===== config.mk =====
export PLATFORM = sky130hd
export DESIGN_NAME = sckd_sha_core
export DESIGN_NICKNAME = d
export VERILOG_FILES = /design/src/sha256_crypt_key_derivation_unit_assert.svh /design/src/sckd_pkg.sv /design/src/sckd_sha_core.sv
export SDC_FILE = /design/constraint.sdc
export NUM_CORES = 2
export LEC_CHECK = 0
export ABC_AREA = 1
export BUFFER_PORTS_ARGS = -buffer_cell sky130_fd_sc_hd__buf_2
export CORE_AREA = 2 2 371 373
export DETAILED_ROUTE_END_ITERATION = 10
export DIE_AREA = 0 0 373 375
export GPL_TIMING_DRIVEN = 0
export HOLD_SLACK_MARGIN = 0.15
export PLACE_DENSITY = 0.81
export SLEW_MARGIN = 20
export SYNTH_ARGS = -nofsm -noshare
export SYNTH_HDL_FRONTEND = slang
export SYNTH_SLANG_ARGS = --single-unit

===== constraint.sdc =====
create_clock -name clk -period 22.4 [get_ports clk]
set_input_delay 2.24 -clock clk [delete_from_list [all_inputs] [get_ports clk]]
set_output_delay 2.24 -clock clk [all_outputs]
set_load 0.02 [all_outputs]

===== src/sha256_crypt_key_derivation_unit_assert.svh =====
// Assertion macros for the SHA-256 crypt key derivation unit.
// Used by modules that include this header; expects clk and rst_n in scope.
`ifndef SHA256_CRYPT_KEY_DERIVATION_UNIT_ASSERT_SVH
`define SHA256_CRYPT_KEY_DERIVATION_UNIT_ASSERT_SVH

// checked only while out of reset
`define SCKD_ASSERT(lbl, prop, msg) \
    lbl: assert property (@(posedge clk) disable iff (!rst_n) prop) else $error(msg);

// checked on every rising edge, reset included
`define SCKD_ASSERT_ALWAYS(lbl, prop, msg) \
    lbl: assert property (@(posedge clk) prop) else $error(msg);

`endif


===== src/sckd_pkg.sv =====
// Shared types and constants for the SHA-256 crypt key derivation unit.
// No dependencies; imported by the compression core and the top level.
package sckd_pkg;

    localparam int MAX_KEY_BYTES  = 125;
    localparam int MAX_SALT_BYTES = 16;
    localparam int KEY_CNT_W      = $clog2(MAX_KEY_BYTES + 1);

    localparam logic [29:0] ROUNDS_LOW   = 30'd1000;
    localparam logic [29:0] ROUNDS_HIGH  = 30'd999999999;
    localparam logic [29:0] ROUNDS_RESET = 30'd5000;

    localparam int CFG_INDEX_W = 2;
    localparam logic [CFG_INDEX_W-1:0] REG_SALT_FIRST  = 2'd0;
    localparam logic [CFG_INDEX_W-1:0] REG_SALT_SECOND = 2'd1;
    localparam logic [CFG_INDEX_W-1:0] REG_SALT_LENGTH = 2'd2;
    localparam logic [CFG_INDEX_W-1:0] REG_ROUND_COUNT = 2'd3;

    typedef struct packed {
        logic [7:0] key_byte;
        logic       byte_present;
        logic       key_last;
    } sckd_in_t;

    typedef struct packed {
        logic [31:0] digest_word;
        logic [2:0]  word_index;
        logic        last_word;
    } sckd_out_t;

    typedef struct packed {
        logic init;   // load the initial chaining value
        logic start;  // compress the current block
    } sckd_core_ctl_t;

    localparam logic [31:0] SHA_K [64] = '{
        32'h428a2f98, 32'h71374491, 32'hb5c0fbcf, 32'he9b5dba5,
        32'h3956c25b, 32'h59f111f1, 32'h923f82a4, 32'hab1c5ed5,
        32'hd807aa98, 32'h12835b01, 32'h243185be, 32'h550c7dc3,
        32'h72be5d74, 32'h80deb1fe, 32'h9bdc06a7, 32'hc19bf174,
        32'he49b69c1, 32'hefbe4786, 32'h0fc19dc6, 32'h240ca1cc,
        32'h2de92c6f, 32'h4a7484aa, 32'h5cb0a9dc, 32'h76f988da,
        32'h983e5152, 32'ha831c66d, 32'hb00327c8, 32'hbf597fc7,
        32'hc6e00bf3, 32'hd5a79147, 32'h06ca6351, 32'h14292967,
        32'h27b70a85, 32'h2e1b2138, 32'h4d2c6dfc, 32'h53380d13,
        32'h650a7354, 32'h766a0abb, 32'h81c2c92e, 32'h92722c85,
        32'ha2bfe8a1, 32'ha81a664b, 32'hc24b8b70, 32'hc76c51a3,
        32'hd192e819, 32'hd6990624, 32'hf40e3585, 32'h106aa070,
        32'h19a4c116, 32'h1e376c08, 32'h2748774c, 32'h34b0bcb5,
        32'h391c0cb3, 32'h4ed8aa4a, 32'h5b9cca4f, 32'h682e6ff3,
        32'h748f82ee, 32'h78a5636f, 32'h84c87814, 32'h8cc70208,
        32'h90befffa, 32'ha4506ceb, 32'hbef9a3f7, 32'hc67178f2
    };

    localparam logic [31:0] SHA_IV [8] = '{
        32'h6a09e667, 32'hbb67ae85, 32'h3c6ef372, 32'ha54ff53a,
        32'h510e527f, 32'h9b05688c, 32'h1f83d9ab, 32'h5be0cd19
    };

    function automatic logic [31:0] rotr(input logic [31:0] x, input int n);
        rotr = (x >> n) | (x << (32 - n));
    endfunction

endpackage


===== src/sckd_sha_core.sv =====
// SHA-256 compression core: one round per clock, 64 rounds plus a chain update.
// Depends on sckd_pkg (round constants, initial value, control struct).
module sckd_sha_core (
    input  logic                   clk,
    input  logic                   rst_n,
    input  sckd_pkg::sckd_core_ctl_t ctl,
    input  logic [511:0]           block,
    output logic                   busy,
    output logic [255:0]           chain
);
    import sckd_pkg::*;

    logic [31:0] h_reg [8];
    logic [31:0] v_reg [8];
    logic [31:0] w_reg [16];
    logic        busy_reg;
    logic [6:0]  cnt_reg;

    logic [31:0] t1, t2, nw, sig0, sig1;

    always_comb
    begin
        t1 = v_reg[7] + (rotr(v_reg[4], 6) ^ rotr(v_reg[4], 11) ^ rotr(v_reg[4], 25))
           + ((v_reg[4] & v_reg[5]) ^ (~v_reg[4] & v_reg[6]))
           + SHA_K[cnt_reg[5:0]] + w_reg[0];
        t2 = (rotr(v_reg[0], 2) ^ rotr(v_reg[0], 13) ^ rotr(v_reg[0], 22))
           + ((v_reg[0] & v_reg[1]) ^ (v_reg[0] & v_reg[2]) ^ (v_reg[1] & v_reg[2]));
        sig0 = rotr(w_reg[1], 7) ^ rotr(w_reg[1], 18) ^ (w_reg[1] >> 3);
        sig1 = rotr(w_reg[14], 17) ^ rotr(w_reg[14], 19) ^ (w_reg[14] >> 10);
        nw = w_reg[0] + sig0 + w_reg[9] + sig1;
    end

    always_ff @(posedge clk or negedge rst_n)
    begin
        if (!rst_n)
        begin
            busy_reg <= 1'b0;
            cnt_reg  <= '0;
        end
        else if (ctl.start)
        begin
            busy_reg <= 1'b1;
            cnt_reg  <= '0;
        end
        else if (busy_reg)
        begin
            if (cnt_reg[6])
                busy_reg <= 1'b0;
            cnt_reg <= cnt_reg + 7'd1;
        end
    end

    always_ff @(posedge clk)
    begin
        if (ctl.init)
        begin
            for (int i = 0; i < 8; i++)
                h_reg[i] <= SHA_IV[i];
        end
        else if (ctl.start)
        begin
            for (int i = 0; i < 8; i++)
                v_reg[i] <= h_reg[i];
            for (int i = 0; i < 16; i++)
                w_reg[i] <= block[511 - 32 * i -: 32];
        end
        else if (busy_reg)
        begin
            if (cnt_reg[6])
            begin
                for (int i = 0; i < 8; i++)
                    h_reg[i] <= h_reg[i] + v_reg[i];
            end
            else
            begin
                v_reg[0] <= t1 + t2;
                v_reg[1] <= v_reg[0];
                v_reg[2] <= v_reg[1];
                v_reg[3] <= v_reg[2];
                v_reg[4] <= v_reg[3] + t1;
                v_reg[5] <= v_reg[4];
                v_reg[6] <= v_reg[5];
                v_reg[7] <= v_reg[6];
                for (int i = 0; i < 15; i++)
                    w_reg[i] <= w_reg[i + 1];
                w_reg[15] <= nw;
            end
        end
    end

    assign busy  = busy_reg;
    assign chain = {h_reg[0], h_reg[1], h_reg[2], h_reg[3],
                    h_reg[4], h_reg[5], h_reg[6], h_reg[7]};

endmodule


[Word level (Yosys, flattened, before mapping)]
Memory sizes are Yosys's and may differ from the RTL's.
Index checks and enable logic that the tools add are counted.
Storage, ports and cells
  input port bits: 516
  memory bits (read-only): 2048
  flip-flop bits (word level): 8
  word-level logic and storage cells: 139
  memories kept: 4
  output and inout bits: 257
  RAM bits: 1024
Cells by class
  bitwise logic cells: 60
  $lt $le $gt $ge: 1
  $add $sub $neg: 19
  muxes and demuxes: 52
  reductions and logical operators: 1
Memories
  (name not given): words 64, bits a word 32, rd ports 1, clocked after Yosys merged registers in 0, write ports 0, line sckd_sha_core.sv:25  | + SHA_K[cnt_reg[5:0]] + w_reg[0];
  w_reg: words 16, bits a word 32, rd ports 16, clocked after Yosys merged registers in 0, write ports 16, line sckd_sha_core.sv:15  | logic [31:0] w_reg [16];
  h_reg: words 8, bits a word 32, rd ports 8, clocked after Yosys merged registers in 0, write ports 8, line sckd_sha_core.sv:13  | logic [31:0] h_reg [8];
  v_reg: words 8, bits a word 32, rd ports 8, clocked after Yosys merged registers in 0, write ports 8, line sckd_sha_core.sv:14  | logic [31:0] v_reg [8];
Operators with widths (count)
  $mux W32: 34
  $add A32 B32 Y32: 18
  $xor A32 B32 Y32: 9
  $and A32 B32 Y32: 5
  $not A32 Y32: 1
  $or A1 B1 Y1: 32
  $or A10 B32 Y32: 1
  $or A13 B32 Y32: 1
  $or A14 B32 Y32: 1
  $or A15 B32 Y32: 1
  $or A19 B32 Y32: 1
  $or A21 B32 Y32: 1
  $or A25 B32 Y32: 1
  $or A26 B32 Y32: 1
  $or A30 B32 Y32: 1
  $or A7 B32 Y32: 1
  $xor A32 B22 Y32: 1
  $xor A32 B29 Y32: 1
  $mux W1: 16
  $mux W7: 2
  $add A7 B1 Y7 const B: 1
  $ge A7 B7 Y1 const B: 1
  $not A6 Y7: 1
  $reduce_bool A2 Y1: 1

[Longest topological paths before layout]
An unclocked memory read counts as a cell.
  word-level depth: 10
  mapped depth: 48
  depth with buffers taken out: 47

[Worst setup path after synthesis]
No wires, ideal clock.
  path kind: input -> register
  from: in ctl[0] (netlist name)
  to: mem v_reg[0][0], enable pin
  path slack: 1.707 ns
  data required time: 17.036 ns
  buffers on the path: 2
  arrival time: 15.330 ns
  library setup time: 5.364 ns
  stages: 6
  cells stage by stage: inv_1 nor2_2 inv_2 buf_2 clkbuf_1 nand2_1
RTL lines
  start: declaration: line sckd_sha_core.sv:6  | input sckd_pkg::sckd_core_ctl_t ctl,
  end: declaration: line sckd_sha_core.sv:14

==> flow_metrics.py <==
metrics = {
    "route": {
        "drt-vias-per-instance": 6.25,
        "vias": 75500,
        "wl_um": 348000,
        "drc": 0,
        "avgRoutedWirePerCell_um": 28.8,
        "dr.pass1.iters": 9,
        "ant_nets": 0,
        "first_iter_violations": 12200,
    },
    "critical_path": {
        "crit_path_end_kind": "flop",
        "path_class": "reg -> reg",
        "cp_max_fo": 9,
        "crit_top_cell": "inv_1",
        "critPathArrivalTime_ps": 10240,
        "required_ps": 22870,
        "cp-start-kind": "flop",
        "critPathSlowestCell": "o21ai_0",
        "max_stage_delay_ps": 750,
    },
    "synth": {
        "seq_area_frac_synth": 0.418,
        "synth_edf_count": 1024,
        "synth_cell_types": 70,
        "yosysWarnings": 0,
        "synthFlopType": "edfxtp_1",
        "syn_area_um2": 74100,
        "syn_inst": 9243,
        "avgSynthCellArea_um2": 8.02,
        "synthArstFlopShare": 0.00775,
        "synth_seq_cells": 1032,
        "synth_nets": 10300,
    },
    "sta": {
        "finalCriticalPeriod_ps": 9770,
        "fin_skew_ps": 108,
        "period_share": 0.436,
        "rsz0062_at_grt": "false",
        "hold_viol": 0,
        "tns_ps": 0,
        "hold_slack_ps": 492,
        "tightestPinTransition_ps": 1260,
        "slew_violations": 0,
        "timing.fmax_ghz": 0.102,
        "relSlewSlack": 0.161,
        "setup_viol": 0,
    },
    "final_layout": {
        "final_cell_area_um2": 84800,
        "largest_reg_flops": 512,
        "fin_util": 0.622,
        "final_common_cell": "nand2_1",
        "layout.nets": 11300,
        "layout_common_cells": "3,278 x nand2_1, 1,024 x edfxtp_1, 989 x inv_1",
        "layout-drive-gt1-share": 0.114,
        "synthToLayoutAreaGrowth_pct": 14.4,
    },
    "floorplanning": {
        "fp.dieH_um": 375,
        "dieArea_um2": 140000,
        "row_count": 136,
        "core_um2": 136000,
        "die_w_um": 373,
        "io_pins": 773,
        "initial_core_util": 0.544,
    },
    "clocking": {
        "cts_setup_buffers": 0,
        "clockBufferDepth": 3,
        "cts_tree": "done",
        "cts.clk_slew.worst_paths_ps": 70,
        "root_buffer": "clkbuf_16",
        "cts_made_buffers": 113,
        "hold_buffers": 0,
        "clk_latency_ps": 830,
        "h-tree-depth": 3,
        "post_cts_resized": 0,
        "cts.sinks": 1032,
    },
    "min_path": {
        "min_path_type": "reg -> reg",
    },
    "place": {
        "dp_hpwl_um": 284000,
        "numPortBuffers": 772,
        "place_area_um2": 80800,
        "gp_congestion": 1.13,
    },
    "global_routing": {
        "grt_pass1_vias": 69400,
        "grt_overflow_total": 0,
        "grt_pass1_wl_um": 480000,
        "grt.total_usage": 0.479,
        "antenna_found_initial": 57,
        "grt_max_degree": 62,
    },
    "outcome": {
        "outcome": "completed",
    },
    "flow_run": {
        "maxCapViolCount": 0,
    },
}
-- cell families after synthesis --
kind of cell | count (synthesis) | share of synthesized area
DFF | 1032 | 0.418
muxes | 9 | 0.00122
xor gates and xnor gates | 307 | 0.0364
and+or+nand+nor | 4455 | 0.239
adders and majority gates | 588 | 0.119
AOI/OAI and AO/OA | 1571 | 0.120
buffers and inverters | 1281 | 0.0669
-- path summary, 6_finish.rpt --
check | slack, ps | end | startpoint | cells after the start
worst max-delay path | 12630 | v_reg[0][21] | cnt_reg[1] | 37
worst min-delay path | 490 | w_reg[0][453] | w_reg[0][485] | 2
worst max register to register | 12630 | v_reg[0][21] | cnt_reg[1] | 37
min in group asynchronous | 1260 | cnt_reg[6] | rst_n | 1
worst min register to register | 490 | w_reg[0][453] | w_reg[0][485] | 2
max in group asynchronous | 20960 | cnt_reg[4] | rst_n | 1
-- worst max-delay path: cells and delay by family, from the launching register on --
kind / cells / cell delay, ps
XOR/XNOR: 1 / 570
AO/OA/AOI/OAI: 7 / 1760
flip-flops: 1 / 510
AND/OR/NAND/NOR: 12 / 1880
adder cells (fa/ha/maj): 8 / 3290
buffers and inverters: 9 / 1410
-- layer usage --
layer  track usage  wire length (um)
met5             0               215
met4         0.326             28800
met3         0.139             50300
met2         0.700            145000
met1         0.616            123000
-- through the flow --
stage / instances / worst slack (ps)
3_5_place_dp: 11800 / 13170
4_1_cts: 12000 / 13050
3_3_place_gp: 11800 / -7320
5_1_grt: 12100 / 12460
6_report: 12100 / 12630
2_1_floorplan: 9243 / 1710
-- area by class of cell --
class | instances | area [um2]
fillers | 11800 | 51500
multi-input cells | 6930 | 38200
flip-flops and latches | 1032 | 30900
repair buffers | 794 | 4410
inverters | 1002 | 3760
clock buffers | 124 | 2870
well taps | 1794 | 2240
plain buffers | 279 | 1210
clock inverters | 89 | 1040
diodes | 38 | 95.1
-- cell usage after synthesis (11+ instances only) --
library cell  count  area [um2]
nor2_1          616        2310
ha_1            393        4920
xor2_1          162        1420
fa_1            195        3900
a21oi_1         639        3200
inv_2            12        45.0
o31ai_1          11        82.6
nand3_1         345        1730
o21a_1           74         556
nor4_1           11        68.8
a31oi_1          39         244
inv_1           989        3710
or2_1            12        75.1
nand4_1          72         450
nand2_1        3280       12300
o21ai_2          11        96.3
o211ai_1         35         263
nor3_1           50         250
o21ai_1          41         205
o21ai_0         516        2580
o21bai_1         38         285
buf_1            21        78.8
nand3b_1         16         120
clkbuf_1        155         582
xnor2_1         144        1260
a21boi_0         18         135
a21o_1           75         563
buf_2            97         485
edfxtp_1       1024       30700
o221ai_1         16         140
or2_2            20         125
Power is left out: the tool's default activity adds up to more than one toggle a clock period on the data nets, which glitch-free logic cannot reach.
